File: config.mk
export PLATFORM = sky130hd
export DESIGN_NAME = bitmap_store_find_next_set_unit_flat
export DESIGN_NICKNAME = d
export VERILOG_FILES = /design/src/rtl/core/bsfns_pkg.sv /design/src/rtl/core/bsfns_if.sv /design/src/rtl/core/bsfns_ram.sv /design/src/rtl/core/bitmap_store_find_next_set_unit.sv /design/src/flat_wrapper.sv
export SDC_FILE = /design/constraint.sdc
export NUM_CORES = 2
export LEC_CHECK = 0
export BUFFER_PORTS_ARGS = -buffer_cell sky130_fd_sc_hd__buf_4
export CAP_MARGIN = 20
export CORE_ASPECT_RATIO = 0.6
export CORE_UTILIZATION = 66
export CTS_CLUSTER_SIZE = 28
export DETAILED_ROUTE_END_ITERATION = 16
export MAX_ROUTING_LAYER = met4
export PLACE_DENSITY_LB_ADDON = 0.15
export SETUP_SLACK_MARGIN = 0.5
export SYNTH_ARGS = -nofsm -noshare
export SYNTH_HDL_FRONTEND = slang
export SYNTH_HIERARCHICAL = 1
export SYNTH_SLANG_ARGS = --single-unit
File: constraint.sdc
create_clock -name i_clk -period 17.3 [get_ports i_clk]
set_input_delay 5.19 -clock i_clk [delete_from_list [all_inputs] [get_ports i_clk]]
set_output_delay 5.19 -clock i_clk [all_outputs]
set_load 0.005 [all_outputs]
File: src/rtl/core/bsfns_pkg.sv
// ----------------------------------------------------------------------------
// Bit store package
// Shared widths, request codes and the lowest-set-bit encoder used by the
// bit store with find-next-set-bit.
// ----------------------------------------------------------------------------
package bsfns_pkg;

    // Default store geometry.
    localparam int WORD_COUNT_DEF = 64;
    localparam int WORD_BITS_DEF  = 64;

    // Field widths of the request and response channels.
    localparam int REQ_W    = 3;
    localparam int BITPOS_W = 16;
    localparam int POS_W    = 12;
    localparam int CNT_W    = 13;

    // The widest word and the index of a bit within it.
    localparam int MAXW_BITS = 64;
    localparam int LOW_W     = 6;

    // The summary scan looks at this many words per cycle.
    localparam int SCAN_LANES = 32;
    localparam int LANE_W     = 5;

    // Request codes.
    typedef enum logic [REQ_W-1:0] {
        REQ_SET    = 3'd0,
        REQ_CLEAR  = 3'd1,
        REQ_TEST   = 3'd2,
        REQ_FIRST  = 3'd3,
        REQ_NEXT   = 3'd4,
        REQ_COUNT  = 3'd5,
        REQ_SINGLE = 3'd6
    } t_req_type;

    // Index of the lowest set bit; zero when no bit is set.
    // The lowest one is isolated first, then each index bit is an OR.
    function automatic logic [LOW_W-1:0] low_one(input logic [MAXW_BITS-1:0] x);
        logic [MAXW_BITS-1:0] iso;
        logic [LOW_W-1:0]     idx;
        iso = x & (~x + MAXW_BITS'(1));
        idx = '0;
        for (int b = 0; b < LOW_W; b++) begin
            for (int i = 0; i < MAXW_BITS; i++) begin
                if (((i >> b) & 1) == 1) begin
                    idx[b] = idx[b] | iso[i];
                end
            end
        end
        return idx;
    endfunction

endpackage

File: src/rtl/core/bsfns_if.sv
// ----------------------------------------------------------------------------
// Bit store channels
// Valid/ready channels for requests into the bit store and its responses.
// ----------------------------------------------------------------------------
interface bsfns_req_if;
    import bsfns_pkg::*;

    logic                valid;
    logic                ready;
    logic [REQ_W-1:0]    req_type;
    logic [BITPOS_W-1:0] bit_position;

    modport source (output valid, req_type, bit_position, input ready);
    modport sink   (input valid, req_type, bit_position, output ready);
endinterface

interface bsfns_rsp_if;
    import bsfns_pkg::*;

    logic             valid;
    logic             ready;
    logic             found;
    logic [POS_W-1:0] position;
    logic [CNT_W-1:0] set_count;
    logic             out_of_range;

    modport source (output valid, found, position, set_count, out_of_range, input ready);
    modport sink   (input valid, found, position, set_count, out_of_range, output ready);
endinterface

File: src/rtl/core/bsfns_ram.sv
// ----------------------------------------------------------------------------
// Bit store RAM
// Generic simple dual-port RAM: one write port, one read port, registered
// read data.
// ----------------------------------------------------------------------------
module bsfns_ram #(
    parameter int WIDTH = 64,
    parameter int DEPTH = 64
) (
    input  logic                                   i_clk,
    input  logic                                   i_we,
    input  logic [(DEPTH > 1 ? $clog2(DEPTH) : 1)-1:0] i_waddr,
    input  logic [WIDTH-1:0]                       i_wdata,
    input  logic [(DEPTH > 1 ? $clog2(DEPTH) : 1)-1:0] i_raddr,
    output logic [WIDTH-1:0]                       o_rdata
);
    logic [WIDTH-1:0] r_mem [DEPTH];
    logic [WIDTH-1:0] r_rdata;

    // Write port and registered read port.
    always_ff @(posedge i_clk) begin
        if (i_we) begin
            r_mem[i_waddr] <= i_wdata;
        end
        r_rdata <= r_mem[i_raddr];
    end

    assign o_rdata = r_rdata;
endmodule

File: src/rtl/core/bitmap_store_find_next_set_unit.sv
// ----------------------------------------------------------------------------
// Bit store with find-next-set-bit
// A fixed-capacity bit set in a word RAM with a per-word nonzero summary.
// Requests set, clear or test one bit, find the first or next set bit, report
// the set-bit count, or report the position of the only set bit.
// ----------------------------------------------------------------------------
//
//  Channel   Dir  Payload                                   Handshake
//  i_req     in   req_type, bit_position                    valid/ready
//  o_rsp     out  found, position, set_count, out_of_range  valid/ready
//
// Set, clear, test and find next split the position by reciprocal multiply,
// then read and use the word; find first and singleton start at the read;
// count, unused codes and positions beyond capacity skip to the response.
// A search past its first word scans 32-word summary chunks and reads each
// further word. After reset a clearing pass over every word keeps ready low.
// A stalled response holds the next request in its last state until it is taken.
// ----------------------------------------------------------------------------
module bitmap_store_find_next_set_unit #(
    parameter int WORD_COUNT = bsfns_pkg::WORD_COUNT_DEF,
    parameter int WORD_BITS  = bsfns_pkg::WORD_BITS_DEF
) (
    input  logic        i_clk,
    input  logic        i_rst_n,
    bsfns_req_if.sink   i_req,
    bsfns_rsp_if.source o_rsp
);
    import bsfns_pkg::*;

    // Geometry.
    localparam int CAPACITY = WORD_COUNT * WORD_BITS;
    localparam int AW       = (WORD_COUNT > 1) ? $clog2(WORD_COUNT) : 1;
    localparam int BW       = $clog2(WORD_BITS);
    localparam int OPW      = BITPOS_W + 1;
    localparam int NCHUNK   = (WORD_COUNT + SCAN_LANES - 1) / SCAN_LANES;
    localparam int CW       = (NCHUNK > 1) ? $clog2(NCHUNK) : 1;
    localparam int GW       = CW + LANE_W;
    localparam int NZ_W     = NCHUNK * SCAN_LANES;

    // Reciprocal of the word size for the position split.
    localparam int RSHIFT   = 24;
    localparam int RECIP    = ((2 ** RSHIFT) + WORD_BITS - 1) / WORD_BITS;
    localparam int RCP_W    = $clog2(RECIP + 1);
    localparam int PROD_W   = OPW + RCP_W;

    typedef enum logic [7:0] {
        S_CLEAR = 8'b0000_0001,
        S_IDLE  = 8'b0000_0010,
        S_DIV1  = 8'b0000_0100,
        S_DIV2  = 8'b0000_1000,
        S_RD    = 8'b0001_0000,
        S_USE   = 8'b0010_0000,
        S_SCAN  = 8'b0100_0000,
        S_DONE  = 8'b1000_0000
    } t_state;

    // Control and datapath registers.
    t_state              r_state,      n_state;
    logic [REQ_W-1:0]    r_req,        n_req;
    logic [OPW-1:0]      r_oper,       n_oper;
    logic [PROD_W-1:0]   r_prod,       n_prod;
    logic [AW-1:0]       r_word,       n_word;
    logic [BW-1:0]       r_bit,        n_bit;
    logic [AW-1:0]       r_clr,        n_clr;
    logic [CW-1:0]       r_chunk,      n_chunk;
    logic [GW-1:0]       r_scan_from,  n_scan_from;
    logic                r_single,     n_single;
    logic [WORD_COUNT-1:0] r_nz,       n_nz;
    logic [CNT_W-1:0]    r_ones,       n_ones;
    logic                r_res_found,  n_res_found;
    logic [POS_W-1:0]    r_res_pos,    n_res_pos;
    logic                r_res_oor,    n_res_oor;
    logic                r_out_valid,  n_out_valid;
    logic                r_out_found,  n_out_found;
    logic [POS_W-1:0]    r_out_pos,    n_out_pos;
    logic [CNT_W-1:0]    r_out_cnt,    n_out_cnt;
    logic                r_out_oor,    n_out_oor;

    // RAM port signals.
    logic                 w_we;
    logic [AW-1:0]        w_waddr;
    logic [WORD_BITS-1:0] w_wdata;
    logic [WORD_BITS-1:0] w_rdata;

    bsfns_ram #(
        .WIDTH (WORD_BITS),
        .DEPTH (WORD_COUNT)
    ) u_words (
        .i_clk   (i_clk),
        .i_we    (w_we),
        .i_waddr (w_waddr),
        .i_wdata (w_wdata),
        .i_raddr (r_word),
        .o_rdata (w_rdata)
    );

    // Handshake.
    logic w_accept;
    assign i_req.ready = (r_state == S_IDLE);
    assign w_accept    = i_req.valid && (r_state == S_IDLE);

    assign o_rsp.valid        = r_out_valid;
    assign o_rsp.found        = r_out_found;
    assign o_rsp.position     = r_out_pos;
    assign o_rsp.set_count    = r_out_cnt;
    assign o_rsp.out_of_range = r_out_oor;

    // Sequencer and shared datapath.
    always_comb begin
        logic [OPW-1:0]        v_oper;
        logic                  v_inside;
        logic [OPW-1:0]        v_quot;
        logic [OPW-1:0]        v_rem;
        logic [WORD_BITS-1:0]  v_sel;
        logic [WORD_BITS-1:0]  v_word;
        logic [LOW_W-1:0]      v_lo;
        logic [POS_W-1:0]      v_pos;
        logic                  v_last;
        logic [GW-1:0]         v_next_from;
        logic [NZ_W-1:0]       v_nz_pad;
        logic [SCAN_LANES-1:0] v_lanes;
        logic [SCAN_LANES-1:0] v_qual;
        logic [LOW_W-1:0]      v_lane;
        logic [GW-1:0]         v_hit;

        n_state     = r_state;
        n_req       = r_req;
        n_oper      = r_oper;
        n_prod      = r_prod;
        n_word      = r_word;
        n_bit       = r_bit;
        n_clr       = r_clr;
        n_chunk     = r_chunk;
        n_scan_from = r_scan_from;
        n_single    = r_single;
        n_nz        = r_nz;
        n_ones      = r_ones;
        n_res_found = r_res_found;
        n_res_pos   = r_res_pos;
        n_res_oor   = r_res_oor;
        n_out_valid = r_out_valid;
        n_out_found = r_out_found;
        n_out_pos   = r_out_pos;
        n_out_cnt   = r_out_cnt;
        n_out_oor   = r_out_oor;
        w_we        = 1'b0;
        w_waddr     = r_word;
        w_wdata     = '0;

        // Incoming position; find next starts one past it.
        if (i_req.req_type == REQ_NEXT) begin
            v_oper = OPW'(i_req.bit_position) + OPW'(1);
        end else begin
            v_oper = OPW'(i_req.bit_position);
        end
        v_inside = (v_oper < OPW'(CAPACITY));

        // Word and bit split by reciprocal multiply, with one correction.
        v_quot = OPW'(r_prod >> RSHIFT);
        v_rem  = r_oper - OPW'(v_quot * OPW'(WORD_BITS));
        if (v_rem >= OPW'(WORD_BITS)) begin
            v_quot = v_quot + OPW'(1);
            v_rem  = v_rem - OPW'(WORD_BITS);
        end

        // Word just read, masked from the start bit on.
        v_sel  = WORD_BITS'(1) << r_bit;
        v_word = w_rdata & ({WORD_BITS{1'b1}} << r_bit);
        v_lo   = low_one(MAXW_BITS'(v_word));
        v_pos  = POS_W'(32'(r_word) * 32'(WORD_BITS) + 32'(v_lo));
        v_last = (r_word == AW'(WORD_COUNT - 1));
        v_next_from = GW'(r_word) + GW'(1);

        // One chunk of the nonzero summary, masked below the scan start.
        v_nz_pad = NZ_W'(r_nz);
        v_lanes  = v_nz_pad[r_chunk * SCAN_LANES +: SCAN_LANES];
        for (int l = 0; l < SCAN_LANES; l++) begin
            v_qual[l] = v_lanes[l] && ({r_chunk, LANE_W'(l)} >= r_scan_from);
        end
        v_lane = low_one(MAXW_BITS'(v_qual));
        v_hit  = {r_chunk, v_lane[LANE_W-1:0]};

        // The response register drains when it is taken.
        if (r_out_valid && o_rsp.ready) begin
            n_out_valid = 1'b0;
        end

        unique case (r_state)
            S_CLEAR: begin
                w_we    = 1'b1;
                w_waddr = r_clr;
                n_clr   = r_clr + AW'(1);
                if (r_clr == AW'(WORD_COUNT - 1)) begin
                    n_state = S_IDLE;
                end
            end
            S_IDLE: begin
                if (w_accept) begin
                    n_req       = i_req.req_type;
                    n_oper      = v_oper;
                    n_word      = '0;
                    n_bit       = '0;
                    n_single    = 1'b0;
                    n_res_found = 1'b0;
                    n_res_pos   = '0;
                    n_res_oor   = 1'b0;
                    unique case (i_req.req_type)
                        REQ_SET, REQ_CLEAR, REQ_TEST, REQ_NEXT: begin
                            if (v_inside) begin
                                n_state = S_DIV1;
                            end else begin
                                n_res_oor = (i_req.req_type == REQ_SET);
                                n_state   = S_DONE;
                            end
                        end
                        REQ_FIRST, REQ_SINGLE: begin
                            n_state = S_RD;
                        end
                        default: begin
                            n_state = S_DONE;
                        end
                    endcase
                end
            end
            S_DIV1: begin
                n_prod  = PROD_W'(r_oper) * PROD_W'(RECIP);
                n_state = S_DIV2;
            end
            S_DIV2: begin
                n_word  = AW'(v_quot);
                n_bit   = BW'(v_rem);
                n_state = S_RD;
            end
            S_RD: begin
                n_state = S_USE;
            end
            S_USE: begin
                n_state = S_DONE;
                unique case (r_req)
                    REQ_SET: begin
                        if ((w_rdata & v_sel) == '0) begin
                            w_we         = 1'b1;
                            w_wdata      = w_rdata | v_sel;
                            n_nz[r_word] = 1'b1;
                            n_ones       = r_ones + CNT_W'(1);
                        end
                    end
                    REQ_CLEAR: begin
                        if ((w_rdata & v_sel) != '0) begin
                            w_we         = 1'b1;
                            w_wdata      = w_rdata & ~v_sel;
                            n_nz[r_word] = |(w_rdata & ~v_sel);
                            n_ones       = r_ones - CNT_W'(1);
                        end
                    end
                    REQ_TEST: begin
                        n_res_found = |(w_rdata & v_sel);
                    end
                    REQ_FIRST, REQ_NEXT: begin
                        if (v_word != '0) begin
                            n_res_found = 1'b1;
                            n_res_pos   = v_pos;
                        end else if (!v_last) begin
                            n_scan_from = v_next_from;
                            n_chunk     = CW'(v_next_from >> LANE_W);
                            n_state     = S_SCAN;
                        end
                    end
                    REQ_SINGLE: begin
                        if (v_word != '0) begin
                            // A lone bit in this word: look for any other nonzero word.
                            if ((v_word & (v_word - WORD_BITS'(1))) == '0) begin
                                n_res_pos = v_pos;
                                n_single  = 1'b1;
                                if (v_last) begin
                                    n_res_found = 1'b1;
                                end else begin
                                    n_scan_from = v_next_from;
                                    n_chunk     = CW'(v_next_from >> LANE_W);
                                    n_state     = S_SCAN;
                                end
                            end
                        end else if (!v_last) begin
                            n_scan_from = v_next_from;
                            n_chunk     = CW'(v_next_from >> LANE_W);
                            n_state     = S_SCAN;
                        end
                    end
                    default: begin
                        n_res_found = 1'b0;
                    end
                endcase
            end
            S_SCAN: begin
                if (v_qual != '0) begin
                    if (r_single) begin
                        // A second nonzero word: more than one bit is set.
                        n_res_pos = '0;
                        n_state   = S_DONE;
                    end else begin
                        n_word  = AW'(v_hit);
                        n_bit   = '0;
                        n_state = S_RD;
                    end
                end else if (r_chunk == CW'(NCHUNK - 1)) begin
                    n_res_found = r_single;
                    n_state     = S_DONE;
                end else begin
                    n_chunk = r_chunk + CW'(1);
                end
            end
            S_DONE: begin
                if (!r_out_valid || o_rsp.ready) begin
                    n_out_valid = 1'b1;
                    n_out_found = r_res_found;
                    n_out_pos   = r_res_found ? r_res_pos : '0;
                    n_out_cnt   = r_ones;
                    n_out_oor   = r_res_oor;
                    n_state     = S_IDLE;
                end
            end
            default: begin
                n_state = S_IDLE;
            end
        endcase
    end

    // Control state is reset; payload registers are not.
    always_ff @(posedge i_clk) begin
        if (!i_rst_n) begin
            r_state     <= S_CLEAR;
            r_clr       <= '0;
            r_nz        <= '0;
            r_ones      <= '0;
            r_single    <= 1'b0;
            r_out_valid <= 1'b0;
        end else begin
            r_state     <= n_state;
            r_clr       <= n_clr;
            r_nz        <= n_nz;
            r_ones      <= n_ones;
            r_single    <= n_single;
            r_out_valid <= n_out_valid;
        end
        r_req       <= n_req;
        r_oper      <= n_oper;
        r_prod      <= n_prod;
        r_word      <= n_word;
        r_bit       <= n_bit;
        r_chunk     <= n_chunk;
        r_scan_from <= n_scan_from;
        r_res_found <= n_res_found;
        r_res_pos   <= n_res_pos;
        r_res_oor   <= n_res_oor;
        r_out_found <= n_out_found;
        r_out_pos   <= n_out_pos;
        r_out_cnt   <= n_out_cnt;
        r_out_oor   <= n_out_oor;
    end

`ifndef NO_ASSERTIONS
    // The summary bit of a word agrees with the word as read from the RAM.
    a_summary_match: assert property (@(posedge i_clk) disable iff (!i_rst_n)
        (r_state == S_USE) |-> (r_nz[r_word] == (w_rdata != '0)))
        else $error("nonzero summary disagrees with word contents");

    // Setting a new bit raises the count by one.
    a_set_count: assert property (@(posedge i_clk) disable iff (!i_rst_n)
        (r_state == S_USE && r_req == REQ_SET && w_we)
        |=> (r_ones == $past(r_ones) + CNT_W'(1)))
        else $error("set-bit count did not increment on set");

    // Clearing a set bit lowers the count by one.
    a_clear_count: assert property (@(posedge i_clk) disable iff (!i_rst_n)
        (r_state == S_USE && r_req == REQ_CLEAR && w_we)
        |=> (r_ones == $past(r_ones) - CNT_W'(1)))
        else $error("set-bit count did not decrement on clear");

    // A summary scan always starts at a word inside the store.
    a_scan_start: assert property (@(posedge i_clk) disable iff (!i_rst_n)
        (r_state == S_SCAN) |-> (r_scan_from <= GW'(WORD_COUNT - 1)))
        else $error("summary scan starts beyond the last word");
`endif

endmodule
File: src/flat_wrapper.sv
// flat-port wrapper written by rule: the top's interface ports become plain ports
module bitmap_store_find_next_set_unit_flat import bsfns_pkg::*;
#(
    parameter int WORD_COUNT = bsfns_pkg::WORD_COUNT_DEF,
    parameter int WORD_BITS  = bsfns_pkg::WORD_BITS_DEF
)
  (i_clk, i_rst_n, i_req_valid, i_req_req_type, i_req_bit_position, i_req_ready, o_rsp_valid, o_rsp_found, o_rsp_position, o_rsp_set_count, o_rsp_out_of_range, o_rsp_ready);
  bsfns_req_if i_req_i ();
  bsfns_rsp_if o_rsp_i ();
  input  logic i_clk;
  input  logic i_rst_n;
  input wire logic [$bits(i_req_i.valid)-1:0] i_req_valid;
  input wire logic [$bits(i_req_i.req_type)-1:0] i_req_req_type;
  input wire logic [$bits(i_req_i.bit_position)-1:0] i_req_bit_position;
  output wire logic [$bits(i_req_i.ready)-1:0] i_req_ready;
  output wire logic [$bits(o_rsp_i.valid)-1:0] o_rsp_valid;
  output wire logic [$bits(o_rsp_i.found)-1:0] o_rsp_found;
  output wire logic [$bits(o_rsp_i.position)-1:0] o_rsp_position;
  output wire logic [$bits(o_rsp_i.set_count)-1:0] o_rsp_set_count;
  output wire logic [$bits(o_rsp_i.out_of_range)-1:0] o_rsp_out_of_range;
  input wire logic [$bits(o_rsp_i.ready)-1:0] o_rsp_ready;
  assign i_req_i.valid = i_req_valid;
  assign i_req_i.req_type = i_req_req_type;
  assign i_req_i.bit_position = i_req_bit_position;
  assign i_req_ready = i_req_i.ready;
  assign o_rsp_valid = o_rsp_i.valid;
  assign o_rsp_found = o_rsp_i.found;
  assign o_rsp_position = o_rsp_i.position;
  assign o_rsp_set_count = o_rsp_i.set_count;
  assign o_rsp_out_of_range = o_rsp_i.out_of_range;
  assign o_rsp_i.ready = o_rsp_ready;
  bitmap_store_find_next_set_unit #(.WORD_COUNT(WORD_COUNT), .WORD_BITS(WORD_BITS)) u_core (.i_clk(i_clk), .i_rst_n(i_rst_n), .i_req(i_req_i), .o_rsp(o_rsp_i));
endmodule
==> flow_summary.yaml <==
run_status:
  status: "completed"
clocking:
  cts_setup_buffers: 0
  cts.sinks: 4344
  clk_pin_slew_ns: 0.06
  cts_made_buffers: 371
  cts_tree: "yes"
  htree_levels: 5
  clk_latency_ns: 0.93
  cts_hold_buffers: 0
  cts-root-buf: "clkbuf_16"
  clockBufferDepth: 4
  cts_resized: 0
global_routing:
  grt_pass1_vias: 93854
  antenna_found_initial: 28
  grt_util_all_layers_pct: 42.3
  grt_pass1_wl_um: 737000
  grt_remaining_overflow: 0
  grt_start_max_net_pins: 113
synth:
  ys_top_cells_by_count: "edfxtp_1, mux4_2, nor2_1, a22oi_1, clkbuf_1"
  synth_most_common_cell: "edfxtp_1"
  synth_warnings: 6
  syn_inst: 8583
  synth_ff_type: "edfxtp_1"
  synth_seq_cells: 4344
  seq_area_frac_synth_pct: 74.9
  avgSynthCellArea_um2: 20.0
  syn_area_um2: 172000
  synth_nets: 8635
  async_flop_share_pct: 0
  synth_area_leaders: "edfxtp_1, mux4_2, dfxtp_1"
  synth.distinct_cells: 102
  synth_top_area_share_pct: 73.1
  synth_edf_count: 4187
  synth_top_area_cell: "edfxtp_1"
placement:
  dp.cells: 11853
  dp_hpwl_um: 306000
  io_buffers: 51
  dpl_cell_area_um2: 178000
  gp_congestion: 1.00
sta:
  rsz0062_at_grt: "false"
  setup_viol: 0
  finalCritPeriodShare_pct: 46.2
  worstMarginPinSlew_ns: 1.32
  slew_headroom_pct: 12.2
  slew_violations: 0
  fin_skew_ns: 0.0771
  clock.fmax_mhz: 125
  whs_ns: 0.455
  tns_ns: 0
  fin_crit_ns: 7.99
  hold_viol: 0
floorplan:
  ios: 52
  rows: 144
  dieHeight_um: 397
  die_w_um: 661
  fp.coreArea_um2: 258000
  initial_core_util_pct: 66.7
  die_area_um2: 263000
power:
  power.switching_uw: 4430
  power_leakage_uw: 0.0513
  power.share.switching_pct: 21.2
  p_comb_share_pct: 3.6
  pwr-share-clk_pct: 39.6
  seqPwrFrac_pct: 56.8
  internal_power_uw: 16500
  ir_drop_v: 0.000165
  powerDensity_nw_per_um2: 110
worst_setup_path:
  end_kind: "flop"
  start_kind: "flop"
  critPathMaxFanout: 38
  crit_arrival_ns: 8.49
  critPathKind: "flop to flop"
  crit_required_ns: 17.79
routing:
  drc_errors: 0
  drt-met1-wl_um: 195000
  avgViaCountPerCell: 7.78
  met3_length_um: 92000
  dr_wl_met2_um: 226000
  vias: 97713
  drt_iter0_markers: 18783
  routedWlPerCell_um: 42.7
  first_pass_iters: 9
  antenna_left: 0
  wl_um: 537000
  top_layer_used: "met4"
min_path:
  hold_path.class: "flop to flop"
run:
  drv_cap: 0
finish:
  syn2layout_area_growth_pct: 10.4
  post-route-util_pct: 73.6
  postLayoutCellArea_um2: 190000
  fin_cells: 12562
  layout-drive-gt1-share_pct: 24.3
  fin_nets: 8856
-- critical path, cell delays in order, from the launching register on --
cell and delay, ns:
edfxtp_1 0.70, buf_4 0.55, nand2_1 0.14, buf_4 0.21, nor3_1 0.96, a221o_1 0.28
nor4_1 0.07, a41oi_1 0.40, nor4_1 0.18, nor2b_1 0.29, o211ai_4 0.13, nand2_1 0.28
nor2b_1 0.40, nand3_1 0.59, nor2_4 0.79, buf_4 0.62, buf_4 0.89
-- metal layers --
| metal | track usage [%] | up-vias |
|---|---|---|
| li1 | - | 36599 |
| met1 | 60.9 | 50593 |
| met2 | 55.6 | 9351 |
| met3 | 15.7 | 1170 |
| met4 | 16.3 | 0 |
| met5 | - | - |
-- cells by family (layout without fill, tap and decap cells) --
| family | count (synthesis) | in the layout | synth area share, % |
|---|---|---|---|
| muxes | 1183 | 1183 | 14.3 |
| adders and majority gates | 30 | 30 | 0.225 |
| and+or+nand+nor | 1200 | 1200 | 3.60 |
| other | 0 | 26 | 0 |
| xor gates and xnor gates | 42 | 42 | 0.214 |
| AOI/OAI and AO/OA | 1192 | 1192 | 5.07 |
| DFF | 4344 | 4344 | 74.9 |
| buffers and inverters | 592 | 1114 | 1.63 |
-- per-stage QoR --
step	worst slack [ns]	power (uW)
floorplan	8.86	12400
global placement	8.63	12800
detailed placement	8.97	12800
CTS	9.75	20900
global route	9.28	21300
finish	9.31	20900
-- registers in the layout, indices dropped and copies added, names as in the netlist, 3 cells and up --
signal and flops:
u_core/u_words/r_mem 4096, u_core/r_nz 64, u_core/u_words/o_rdata 64, u_core/r_oper 17, u_core/o_rsp.set_count 13, u_core/r_ones 13
u_core/o_rsp.position 12, u_core/r_res_pos 12, u_core/r_prod 11, u_core/r_state 8, u_core/r_bit 6, u_core/r_clr 6
u_core/r_scan_from 6, u_core/r_word 6, u_core/r_req 3
-- layout by cell type, fill, tap and decap left out, types with 27 or more instances in the layout --
cell type  count
ha_1          27
nand2_1      184
a21oi_1      149
o221a_2       64
a211oi_1      79
clkbuf_1      85
edfxtp_1    4187
and2_1        52
clkinv_1      76
nor2_1       202
nor2_4        86
o22ai_1      114
a22oi_1      265
a21oi_4       42
nand3_1      235
clkbuf_16    379
nor3_1       120
nand4_1       40
nor4_1        28
o21ai_0      125
and3_1        31
mux2i_1      144
inv_1         58
xnor2_1       28
clkinv_2      62
bufinv_16     27
nor2b_1       36
dfxtp_1      157
mux4_2      1024
o211a_1       68
buf_4        354
o221ai_1      70
-- cell type report --
type	count	area, um^2
sequential	4344	129000
fill	14067	67900
multi-input combinational	3647	41600
clock buffer	479	10000
tap	3431	4290
timing repair buffer	379	3090
clock inverter	195	1750
inverter	61	229
antenna	26	65.1
-- power by group through the flow --
stage / registers (uW) / logic, uW / clock network, uW
final: 11900 / 748 / 8280
after global routing: 11900 / 749 / 8650
after CTS: 11900 / 720 / 8290
after detailed placement: 12100 / 713 / 0
after global placement: 12000 / 709 / 0
after floorplan: 12100 / 379 / 0
-- worst paths after layout --
| check | startpoint | to | slack (ns) | depth (start not counted) |
|---|---|---|---|---|
| worst min register to register | u_core/r_oper[6] | u_core/r_prod[24] | 0.46 | 0 |
| worst max-delay path | u_core/r_bit[1] | u_core/u_words/r_mem[54][27] | 9.31 | 16 |
| worst min-delay path | u_core/r_oper[6] | u_core/r_prod[24] | 0.46 | 0 |
| worst max register to register | u_core/r_bit[1] | u_core/u_words/r_mem[54][27] | 9.31 | 16 |
(Power assumes the default switching activity.)
